===== src/design/mcg_pkg.sv =====
// Shared constants, types and the queued job record for the midpoint circle generator.
package mcg_pkg;

    localparam int COORD_BITS   = 12;
    localparam int CENTER_W     = 12;
    localparam int RADIUS_W     = 11;
    localparam int PIX_W        = 14;
    localparam int DEC_W        = 14;
    localparam int QUEUE_DEPTH  = 2;
    localparam int PIX_PER_STEP = 8;
    localparam int IDX_W        = $clog2(PIX_PER_STEP);
    localparam int OFF_EXT_W    = (COORD_BITS + 1 > DEC_W) ? COORD_BITS + 1 : DEC_W;
    localparam int SUM_W        = (COORD_BITS + 2 > PIX_W) ? COORD_BITS + 2 : PIX_W;

    typedef enum logic {
        KIND_START = 1'b0,
        KIND_STEP  = 1'b1
    } kind_t;

    typedef struct packed {
        logic [COORD_BITS-1:0] center_x;
        logic [COORD_BITS-1:0] center_y;
        logic [COORD_BITS-1:0] off_x;
        logic [COORD_BITS-1:0] off_y;
        logic                  done;
    } job_t;

endpackage


===== src/design/mcg_front.sv =====
// Front end: accepts items, holds circle state and runs one midpoint iteration per step.
module mcg_front
    import mcg_pkg::*;
(
    input  logic                aclk,
    input  logic                aresetn,
    input  logic                s_valid,
    output logic                s_ready,
    input  logic                s_kind,
    input  logic [CENTER_W-1:0] s_center_x,
    input  logic [CENTER_W-1:0] s_center_y,
    input  logic [RADIUS_W-1:0] s_radius,
    input  logic                q_full,
    output logic                q_push,
    output job_t                q_data
);

    logic [COORD_BITS-1:0] offset_x_reg, offset_x_next;
    logic [COORD_BITS-1:0] offset_y_reg, offset_y_next;
    logic [DEC_W-1:0]      decision_reg, decision_next;
    logic [COORD_BITS-1:0] center_x_reg, center_x_next;
    logic [COORD_BITS-1:0] center_y_reg, center_y_next;

    logic                  accept;
    logic                  active;
    logic [COORD_BITS-1:0] x_new;
    logic [COORD_BITS-1:0] y_new;
    logic [COORD_BITS-1:0] r_in;
    logic [OFF_EXT_W-1:0]  two_x;
    logic [OFF_EXT_W-1:0]  two_y;
    logic [DEC_W-1:0]      dec_step;

    assign s_ready = !q_full;
    assign accept  = s_valid && s_ready;
    assign active  = offset_x_reg < offset_y_reg;
    assign r_in    = COORD_BITS'(s_radius);

    always_comb begin
        x_new = offset_x_reg + COORD_BITS'(1);
        y_new = decision_reg[DEC_W-1] ? offset_y_reg : offset_y_reg - COORD_BITS'(1);
        two_x = OFF_EXT_W'({x_new, 1'b0});
        two_y = OFF_EXT_W'({y_new, 1'b0});
        dec_step = decision_reg + two_x[DEC_W-1:0] + DEC_W'(1);
        if (!decision_reg[DEC_W-1]) begin
            dec_step = dec_step - two_y[DEC_W-1:0];
        end

        offset_x_next = offset_x_reg;
        offset_y_next = offset_y_reg;
        decision_next = decision_reg;
        center_x_next = center_x_reg;
        center_y_next = center_y_reg;
        q_push        = 1'b0;

        if (accept) begin
            if (s_kind == KIND_START) begin
                center_x_next = COORD_BITS'(s_center_x);
                center_y_next = COORD_BITS'(s_center_y);
                offset_x_next = '0;
                offset_y_next = r_in;
                decision_next = DEC_W'(1) - DEC_W'(r_in);
            end else if (active) begin
                offset_x_next = x_new;
                offset_y_next = y_new;
                decision_next = dec_step;
                q_push        = 1'b1;
            end
        end

        q_data.center_x = center_x_reg;
        q_data.center_y = center_y_reg;
        q_data.off_x    = x_new;
        q_data.off_y    = y_new;
        q_data.done     = x_new >= y_new;
    end

    always_ff @(posedge aclk) begin
        if (!aresetn) begin
            offset_x_reg <= '0;
            offset_y_reg <= '0;
            decision_reg <= '0;
            center_x_reg <= '0;
            center_y_reg <= '0;
        end else begin
            offset_x_reg <= offset_x_next;
            offset_y_reg <= offset_y_next;
            decision_reg <= decision_next;
            center_x_reg <= center_x_next;
            center_y_reg <= center_y_next;
        end
    end

endmodule


===== src/design/mcg_queue.sv =====
// Short job queue between the front end and the pixel emitter.
module mcg_queue
    import mcg_pkg::*;
(
    input  logic aclk,
    input  logic aresetn,
    input  logic push,
    input  job_t push_data,
    output logic full,
    input  logic pop,
    output logic head_valid,
    output job_t head_data
);

    localparam int PTR_W = (QUEUE_DEPTH > 1) ? $clog2(QUEUE_DEPTH) : 1;
    localparam int CNT_W = $clog2(QUEUE_DEPTH + 1);

    job_t             mem [QUEUE_DEPTH];
    logic [PTR_W-1:0] wr_ptr_reg, wr_ptr_next;
    logic [PTR_W-1:0] rd_ptr_reg, rd_ptr_next;
    logic [CNT_W-1:0] count_reg, count_next;
    logic             do_push;
    logic             do_pop;

    assign full       = count_reg == CNT_W'(QUEUE_DEPTH);
    assign head_valid = count_reg != '0;
    assign head_data  = mem[rd_ptr_reg];
    assign do_push    = push && !full;
    assign do_pop     = pop && head_valid;

    always_comb begin
        wr_ptr_next = wr_ptr_reg;
        rd_ptr_next = rd_ptr_reg;
        count_next  = count_reg;
        if (do_push) begin
            wr_ptr_next = (wr_ptr_reg == PTR_W'(QUEUE_DEPTH - 1)) ? '0 : wr_ptr_reg + PTR_W'(1);
        end
        if (do_pop) begin
            rd_ptr_next = (rd_ptr_reg == PTR_W'(QUEUE_DEPTH - 1)) ? '0 : rd_ptr_reg + PTR_W'(1);
        end
        if (do_push && !do_pop) begin
            count_next = count_reg + CNT_W'(1);
        end else if (do_pop && !do_push) begin
            count_next = count_reg - CNT_W'(1);
        end
    end

    always_ff @(posedge aclk) begin
        if (do_push) begin
            mem[wr_ptr_reg] <= push_data;
        end
    end

    always_ff @(posedge aclk) begin
        if (!aresetn) begin
            wr_ptr_reg <= '0;
            rd_ptr_reg <= '0;
            count_reg  <= '0;
        end else begin
            wr_ptr_reg <= wr_ptr_next;
            rd_ptr_reg <= rd_ptr_next;
            count_reg  <= count_next;
        end
    end

endmodule


===== src/design/mcg_back.sv =====
// Back end: emits the eight symmetric pixels of each queued iteration, one per cycle while m_ready does not stall it.
module mcg_back
    import mcg_pkg::*;
(
    input  logic                    aclk,
    input  logic                    aresetn,
    input  logic                    job_valid,
    input  job_t                    job,
    output logic                    job_pop,
    output logic                    m_valid,
    input  logic                    m_ready,
    output logic signed [PIX_W-1:0] m_pixel_x,
    output logic signed [PIX_W-1:0] m_pixel_y,
    output logic                    m_last_of_step,
    output logic                    m_circle_done
);

    localparam logic [IDX_W-1:0] LAST_IDX = IDX_W'(PIX_PER_STEP - 1);

    logic                    m_valid_reg, m_valid_next;
    logic [IDX_W-1:0]        idx_reg, idx_next;
    logic signed [PIX_W-1:0] pixel_x_reg;
    logic signed [PIX_W-1:0] pixel_y_reg;
    logic                    last_reg;
    logic                    done_reg;

    logic                    load;
    logic                    take;
    logic [SUM_W-1:0]        a_ext;
    logic [SUM_W-1:0]        b_ext;
    logic [SUM_W-1:0]        dx;
    logic [SUM_W-1:0]        dy;
    logic [SUM_W-1:0]        sum_x;
    logic [SUM_W-1:0]        sum_y;

    assign load = !m_valid_reg || m_ready;
    assign take = load && job_valid;

    always_comb begin
        a_ext = idx_reg[2] ? SUM_W'(job.off_y) : SUM_W'(job.off_x);
        b_ext = idx_reg[2] ? SUM_W'(job.off_x) : SUM_W'(job.off_y);
        dx    = idx_reg[1] ? -a_ext : a_ext;
        dy    = idx_reg[0] ? -b_ext : b_ext;
        sum_x = SUM_W'(job.center_x) + dx;
        sum_y = SUM_W'(job.center_y) + dy;

        m_valid_next = m_valid_reg;
        idx_next     = idx_reg;
        job_pop      = 1'b0;
        if (load) begin
            m_valid_next = job_valid;
        end
        if (take) begin
            idx_next = idx_reg + IDX_W'(1);
            job_pop  = idx_reg == LAST_IDX;
        end
    end

    always_ff @(posedge aclk) begin
        if (!aresetn) begin
            m_valid_reg <= 1'b0;
            idx_reg     <= '0;
        end else begin
            m_valid_reg <= m_valid_next;
            idx_reg     <= idx_next;
        end
    end

    always_ff @(posedge aclk) begin
        if (take) begin
            pixel_x_reg <= sum_x[PIX_W-1:0];
            pixel_y_reg <= sum_y[PIX_W-1:0];
            last_reg    <= idx_reg == LAST_IDX;
            done_reg    <= job.done;
        end
    end

    assign m_valid        = m_valid_reg;
    assign m_pixel_x      = pixel_x_reg;
    assign m_pixel_y      = pixel_y_reg;
    assign m_last_of_step = last_reg;
    assign m_circle_done  = done_reg;

endmodule


===== src/design/midpoint_circle_generator.sv =====
// Midpoint circle generator top level: front end, job queue and pixel emitter.
// A step item is written into the job queue, and its first pixel then into the output register
// once the output is free.
// Step items drain at the single pixel output port's rate (one pixel/cycle unless m_ready stalls it).
// Start items and steps after the end are accepted without a queue entry and emit nothing.
// Reset: synchronous, active low; clears offsets, decision, held center, queue and output.
module midpoint_circle_generator
    import mcg_pkg::*;
(
    input  logic                    aclk,
    input  logic                    aresetn,
    input  logic                    s_valid,
    output logic                    s_ready,
    input  logic                    s_kind,
    input  logic [CENTER_W-1:0]     s_center_x,
    input  logic [CENTER_W-1:0]     s_center_y,
    input  logic [RADIUS_W-1:0]     s_radius,
    output logic                    m_valid,
    input  logic                    m_ready,
    output logic signed [PIX_W-1:0] m_pixel_x,
    output logic signed [PIX_W-1:0] m_pixel_y,
    output logic                    m_last_of_step,
    output logic                    m_circle_done
);

    logic q_full;
    logic q_push;
    job_t q_data;
    logic q_pop;
    logic head_valid;
    job_t head_data;

    mcg_front u_front (
        .aclk       (aclk),
        .aresetn    (aresetn),
        .s_valid    (s_valid),
        .s_ready    (s_ready),
        .s_kind     (s_kind),
        .s_center_x (s_center_x),
        .s_center_y (s_center_y),
        .s_radius   (s_radius),
        .q_full     (q_full),
        .q_push     (q_push),
        .q_data     (q_data)
    );

    mcg_queue u_queue (
        .aclk       (aclk),
        .aresetn    (aresetn),
        .push       (q_push),
        .push_data  (q_data),
        .full       (q_full),
        .pop        (q_pop),
        .head_valid (head_valid),
        .head_data  (head_data)
    );

    mcg_back u_back (
        .aclk           (aclk),
        .aresetn        (aresetn),
        .job_valid      (head_valid),
        .job            (head_data),
        .job_pop        (q_pop),
        .m_valid        (m_valid),
        .m_ready        (m_ready),
        .m_pixel_x      (m_pixel_x),
        .m_pixel_y      (m_pixel_y),
        .m_last_of_step (m_last_of_step),
        .m_circle_done  (m_circle_done)
    );

`ifndef SYNTHESIS
    a_no_overflow: assert property (@(posedge aclk) disable iff (!aresetn)
        q_push |-> !q_full)
        else $error("job pushed into a full queue");

    a_step_continues: assert property (@(posedge aclk) disable iff (!aresetn)
        (m_valid && m_ready && !m_last_of_step) |=>
            (m_valid && (m_circle_done == $past(m_circle_done))))
        else $error("iteration broken before its last pixel");

    a_pop_on_last: assert property (@(posedge aclk) disable iff (!aresetn)
        q_pop |=> (m_valid && m_last_of_step))
        else $error("job released without its last pixel");
`endif

endmodule

===== config.mk =====
export PLATFORM = sky130hd
export DESIGN_NAME = midpoint_circle_generator
export DESIGN_NICKNAME = d
export VERILOG_FILES = /design/src/design/mcg_pkg.sv /design/src/design/mcg_front.sv /design/src/design/mcg_queue.sv /design/src/design/mcg_back.sv /design/src/design/midpoint_circle_generator.sv
export SDC_FILE = /design/constraint.sdc
export NUM_CORES = 1
export LEC_CHECK = 0
export BUFFER_PORTS_ARGS = -buffer_cell sky130_fd_sc_hd__buf_4
export CORE_AREA = 8 8 233 168
export DETAILED_ROUTE_END_ITERATION = 8
export DIE_AREA = 0 0 241 176
export GPL_ROUTABILITY_DRIVEN = 0
export GPL_TIMING_DRIVEN = 0
export MAX_ROUTING_LAYER = met4
export PLACE_DENSITY = 0.63
export SETUP_SLACK_MARGIN = 0.02
export SLEW_MARGIN = 20
export SYNTH_ARGS = -nofsm -noshare
export SYNTH_HDL_FRONTEND = slang
export SYNTH_HIERARCHICAL = 1
export SYNTH_SLANG_ARGS = --single-unit

===== constraint.sdc =====
create_clock -name aclk -period 5 [get_ports aclk]
set_clock_uncertainty 0.2 [all_clocks]
set_input_delay 1.25 -clock aclk [delete_from_list [all_inputs] [get_ports aclk]]
set_output_delay 1.25 -clock aclk [all_outputs]
set_load 0.005 [all_outputs]

Word-level counts from Yosys, hierarchy flattened
Memories as Yosys holds them, arrays and structs flattened. A register that Yosys moved wholly into a read port is not among the register bits.
Cells that the tools add are included.
{"block": "word_totals", "memories": 1, "out_inout_bits": 32, "elab_cells": 75, "ff_bits": 100, "ramBits": 98}
{"name": "u_queue.mem", "depth": 2, "word_bits": 49, "read_ports": 1, "rd_clocked_by_memory_dff": 1, "write_ports": 1, "line_no": "mcg_queue.sv:18", "text": "job_t mem [QUEUE_DEPTH];"}
{"block": "op_classes", "reduce_logical": 15, "n_mux": 24, "bitwise_logic": 1, "n_addsub": 15, "eq_ne": 3, "magnitude_cmp": 2}
{"operator": "$mux W12", "n": 7}
{"operator": "$mux W14", "n": 5}
{"operator": "$add A12 B14 Y14", "n": 2}
{"operator": "$neg A14 Y14", "n": 2}
{"operator": "$add A14 B1 Y14 const B", "n": 1}
{"operator": "$add A14 B13 Y14", "n": 1}
{"operator": "$sub A14 B13 Y14", "n": 1}
{"operator": "$add A12 B1 Y12 const B", "n": 1}
{"operator": "$ge A12 B12 Y1", "n": 1}
{"operator": "$lt A12 B12 Y1", "n": 1}
{"operator": "$sub A1 B11 Y12 const A", "n": 1}
{"operator": "$sub A12 B1 Y12 const B", "n": 1}
{"operator": "$mux W1", "n": 10}
{"operator": "$logic_and A1 B1 Y1", "n": 6}
{"operator": "$logic_not A1 Y1", "n": 4}
{"operator": "$mux W2", "n": 2}
{"operator": "$reduce_and A2 Y1", "n": 2}
{"operator": "$reduce_bool A2 Y1", "n": 2}
{"operator": "$add A3 B1 Y3 const B", "n": 1}
{"operator": "$eq A3 B3 Y1 const B", "n": 1}
{"operator": "$add A1 B1 Y1 const B", "n": 2}
{"operator": "$add A2 B1 Y2 const B", "n": 1}
{"operator": "$eq A2 B2 Y1 const B", "n": 1}
{"operator": "$ne A2 B1 Y1 const B", "n": 1}
{"operator": "other kinds (3)", "n": 3}

Depth between registers and ports, before layout
{"block": "depth", "word_depth": 9, "depth_mapped": 18}

Hierarchy
Netlist, hierarchy kept.
{"mod": "mcg_front", "seq_area_each_um2": 1241.2, "cells_per_inst": 660, "n_inst": 1, "area_each_um2": 5207.5}
{"mod": "mcg_queue", "seq_area_each_um2": 3042.9, "cells_per_inst": 177, "n_inst": 1, "area_each_um2": 3764.9}
{"mod": "mcg_back", "seq_area_each_um2": 980.9, "cells_per_inst": 356, "n_inst": 1, "area_each_um2": 3306.9}

Least setup slack after synthesis
No wires, ideal clock.
{"block": "synth_timing", "path_type": "input port to flip-flop", "startpoint": "input port s_valid", "endpoint": "memory u_queue/mem[0][0] (netlist bit) (enable)", "slack_ns": 0.125, "arrival_time_ns": 4.227, "path_stages": 6, "cell_sequence": "nor3b_1 -> o21ai_0 -> a2111oi_4 -> buf_6 -> inv_1 -> nor3_2"}
{"block": "synth_via", "elab_chain_cells": 5}
{"element": "from (decl)", "line_no": "midpoint_circle_generator.sv:12", "text": "input logic s_valid,"}
{"element": "$logic_and A1 B1 Y1", "line_no": "mcg_front.sv:34", "text": "assign accept = s_valid && s_ready;"}
{"element": "$mux W1", "line_no": "mcg_front.sv:55", "text": "if (accept) begin"}
{"element": "via q_push", "line_no": "midpoint_circle_generator.sv:27", "text": "logic q_push;"}
{"element": "$logic_and A1 B1 Y1", "line_no": "mcg_queue.sv:28", "text": "assign do_push = push && !full;"}
{"element": "$mux W1", "line_no": "mcg_queue.sv:49", "text": "if (do_push) begin"}
{"element": "$mux W1 (implied by the code)", "line_no": "mcg_queue.sv:50", "text": "mem[wr_ptr_reg] <= push_data;"}
{"element": "to (decl)", "line_no": "mcg_queue.sv:18"}
The timed path passes the listed nets, and every way through them passes these cells.

==> summary by stage <==
Worst setup path
On the worst path, the slowest cell contributes a delay of 0.60 ns. The category of the worst setup path launch point is a register. Traced cell by cell, the critical path runs through clkbuf_1 > nand3_2 > nor2_1 > xor2_1 > ha_1 > clkbuf_1 > a21o_1 > a41oi_1 > xnor2_1 > ha_1 > and3_1 > o311a_1 > or4_1 > o2111ai_1 > o21ai_1. The start point of the critical path is u_front/offset_x_reg[3].

In this run the register-to-register setup slack is 0.35 ns. The worst setup path is of the reg -> reg kind. The largest individual stage delay along the critical path comes from the cell sky130_fd_sc_hd__xor2_1. Together, buffers and inverters on the worst path number 2.

In this run the critical register-to-register path is launched from u_front/offset_x_reg[3]. The gate family responsible for the most delay along the worst path is simple AND/OR/NAND/NOR gates. At the worst endpoint, the required time is between 5 and 6 ns. The maximum fanout along the worst path is 7. The data arrival time of the worst path is 4.79 ns. STA classifies the critical path endpoint as a register.

Floorplanning
The site row count is between 50 and 60. The die span in y is 176 µm. The die covers 42400 µm².

For this configuration, the core starts out at a cell density of 34.7%. 72 I/O pins were placed. The core region is 35400 µm². From left edge to right edge, the die measures 241 µm.

Flow run
The max-cap violation count is 0.

GRT
The global routing usage summed across all routing layers is between 10% and 20%. The via count of the first global-routing pass came to 8940. The first global-routing pass estimated 50600 µm of wire.

Entering global routing, the biggest net connects 41 pins. The number of antenna violations at the first check in global routing came to 0. Global routing finished with a remaining overflow of 0.

STA
The remaining max-slew budget at the tightest pin is 36.6%. The number of max-slew violations in the final report came to 0. The maximum clock rate is about 0.21 GHz. Setup violations remaining at the end of the flow were counted as 0. The hold violation count in the final report is 0. Dividing the final minimum period by the clock period gives between 90% and 100%.

The smallest clock period supported by the final layout is computed as roughly 4.7 ns. At the pin with the least slew margin, the transition time is 0.944 ns. Setup repair after global routing left no endpoint under its margin.

Synth
For this run, the number of Yosys warnings is 6. After synthesis, the largest area contributor takes up 31.3% of total cell area. By area the synthesized netlist is led by sky130_fd_sc_hd__edfxtp_1, sky130_fd_sc_hd__dfxtp_1, sky130_fd_sc_hd__ha_1, sky130_fd_sc_hd__mux2_2, sky130_fd_sc_hd__nand2_1. The post-synthesis cell type count is 86. The dominant register cell in the synthesized netlist is sky130_fd_sc_hd__edfxtp_1.

The synthesized design contains 128 enable-type register cells. Yosys instantiated no cell more often than sky130_fd_sc_hd__edfxtp_1. The mean cell area of the mapped netlist is 10.3 µm².

Summing every instance area after synthesis gives 12300 µm². The synthesized netlist cell count is 1193. After synthesis, flip-flops and latches occupy 42.9% of the total area. After synthesis the netlist holds a flip-flop and latch count of 199. By count the netlist is led by sky130_fd_sc_hd__edfxtp_1, sky130_fd_sc_hd__nand2_1, sky130_fd_sc_hd__ha_1.

The cell type with the highest aggregate area in the netlist is sky130_fd_sc_hd__edfxtp_1. In the synthesized netlist the async set-or-reset flop fraction comes to 0%. Counting every net in the synthesized netlist gives 1323.

Clock network
Hold repair after CTS inserted 0 buffers. Counting the buffers created by CTS gives 17. The buffer type at the clock tree root is sky130_fd_sc_hd__clkbuf_16. The clock sink count is ~200. The maximum number of buffers from clock root to sink is 2. The clock insertion delay at the later pin of the skew report is roughly 0.46 ns. The CTS H-tree depth is 4.

Clock-pin slew was measured on the worst setup and hold paths at roughly 0.08 ns. TritonCTS built the clock tree.

Status
The flow ran to the end, and the final reports show no timing, DRC or antenna violations.

Drt
For this run, design rule violations remaining after detail routing come to 0. Dividing the detail-routed wire length by the instance count gives 18.4 µm. Before antenna repair, the detailed router went through 5 iterations. Dividing the detail-routed via count by the number of cells gives 5.31. The total wirelength of the detailed-routed design is about 33000 µm. The iteration-0 DRC count of the detailed router is about 880. The count of nets left with antenna violations once routing finished came out at 0. The via count is 9458.

Min path
The tightest min-delay check is of the reg -> reg type. The source of the worst hold timing path is u_front/center_x_reg[7].

Finish
From synthesis to final layout, the design area changed by 15.6%. In the final design database the tool counted 1419 nets. The post-route non-filler standard cell count is 1782. The number of flip-flops under the largest register name is a little under 100. Ranked by flip-flop count, first place goes to u_queue/mem. The final instance area is 14200 µm². 0 antenna diodes ended up in the layout. The fraction of final layout cells with drive strength greater than 1 is 16.7%. After filler insertion, the fill cell instance count of the layout stands at 3480.

Power and ir drop
Power spread over the standard cell area amounts to 553 nW/µm². IR analysis of the VDD net gives a maximum drop of 0.326 mV. The leakage power is 0.00533 µW.

Placed design
Port buffering added 71 buffers. Once placement completed, the tool counted placed cells totaling 1750. The placed instance area is 13500 µm². The half-perimeter wire length after detailed placement is about 25000 µm.
[kinds of logic (layout without fill, tap and decap cells)]
family | after synthesis | count (layout) | synth area share [%]
AO/OA/AOI/OAI | 295 | 295 | 16.4
XOR/XNOR | 83 | 83 | 5.98
adder cells (fa/ha/maj) | 90 | 90 | 9.42
buffers and inverters | 107 | 216 | 4.02
flip-flops | 199 | 199 | 42.9
multiplexers | 81 | 81 | 7.14
AND/OR/NAND/NOR | 338 | 338 | 14.1
[routing by layer]
| layer | vias up | global-route usage [%] | part of all wire (%) |
|---|---|---|---|
| li1 | 4576 | - | - |
| met1 | 4558 | 22.5 | 49 |
| met2 | 296 | 22.4 | 43 |
| met3 | 28 | 3.57 | 7.1 |
| met4 | 0 | 3.64 | 1.1 |
| met5 | - | - | 0 |
[worst paths after layout]
path,end,depth (start not counted)
worst min-delay path,u_queue/mem[1][44],0
worst min register to register,u_queue/mem[1][44],0
worst max register to register,u_front/decision_reg[10],15
worst max-delay path,u_front/decision_reg[10],15
[cell type report]
type                            count  area [µm²]  area share, %
Tap cell                          480         601           4.23
Clock buffer                       20         468           3.30
Multi-Input combinational cell    887        6590           46.5
Sequential cell                   199        5270           37.1
Clock inverter                     12         138          0.970
Inverter                           62         233           1.64
Buffer                             44         256           1.81
Timing Repair Buffer               78         636           4.48
[metrics by stage]
step	power (µW)	util [%]	TNS (ns)	hold WS [ns]	setup slack (ns)
floorplan	5280	-	0	0.225	0.125
global placement	6290	37.9	-74.35	0.230	-1.42
detailed placement	6400	38.2	-0.0212	0.238	-0.0212
CTS	7840	39.9	0	0.254	0.0824
global route	8410	40.1	0	0.263	0.0525
finish	7850	40.1	0	0.249	0.347
[cell usage in the layout (no fill, tap or decap), drive strengths merged, types with 15 or more instances in the layout]
cell	netlist	layout
a21boi	39	39
clkbuf	19	39
buf	26	103
nor3	31	31
inv	62	66
o21ai	72	72
nor2	61	61
mux2	53	53
ha	86	86
edfxtp	128	128
o211ai	16	16
dfxtp	71	71
nand3	16	16
xor2	35	35
a21oi	60	60
xnor2	48	48
o21a	15	15
nand2	121	121
mux2i	28	28
nor2b	20	20
[timing repair]
action | CTS | global route
setup buffers | 0 | 1
endpoints found under the setup margin | 2 | 6
resized for setup | 1 | 11
[power breakdown]
group          switching (µW)  internal [µW]  leakage, µW
logic                    2370           1660      0.00328
registers                 165           2240      0.00176
clock network             629            787     0.000288
total                    3160           4690      0.00533
Note: power is estimated with default switching activity, not from simulation.
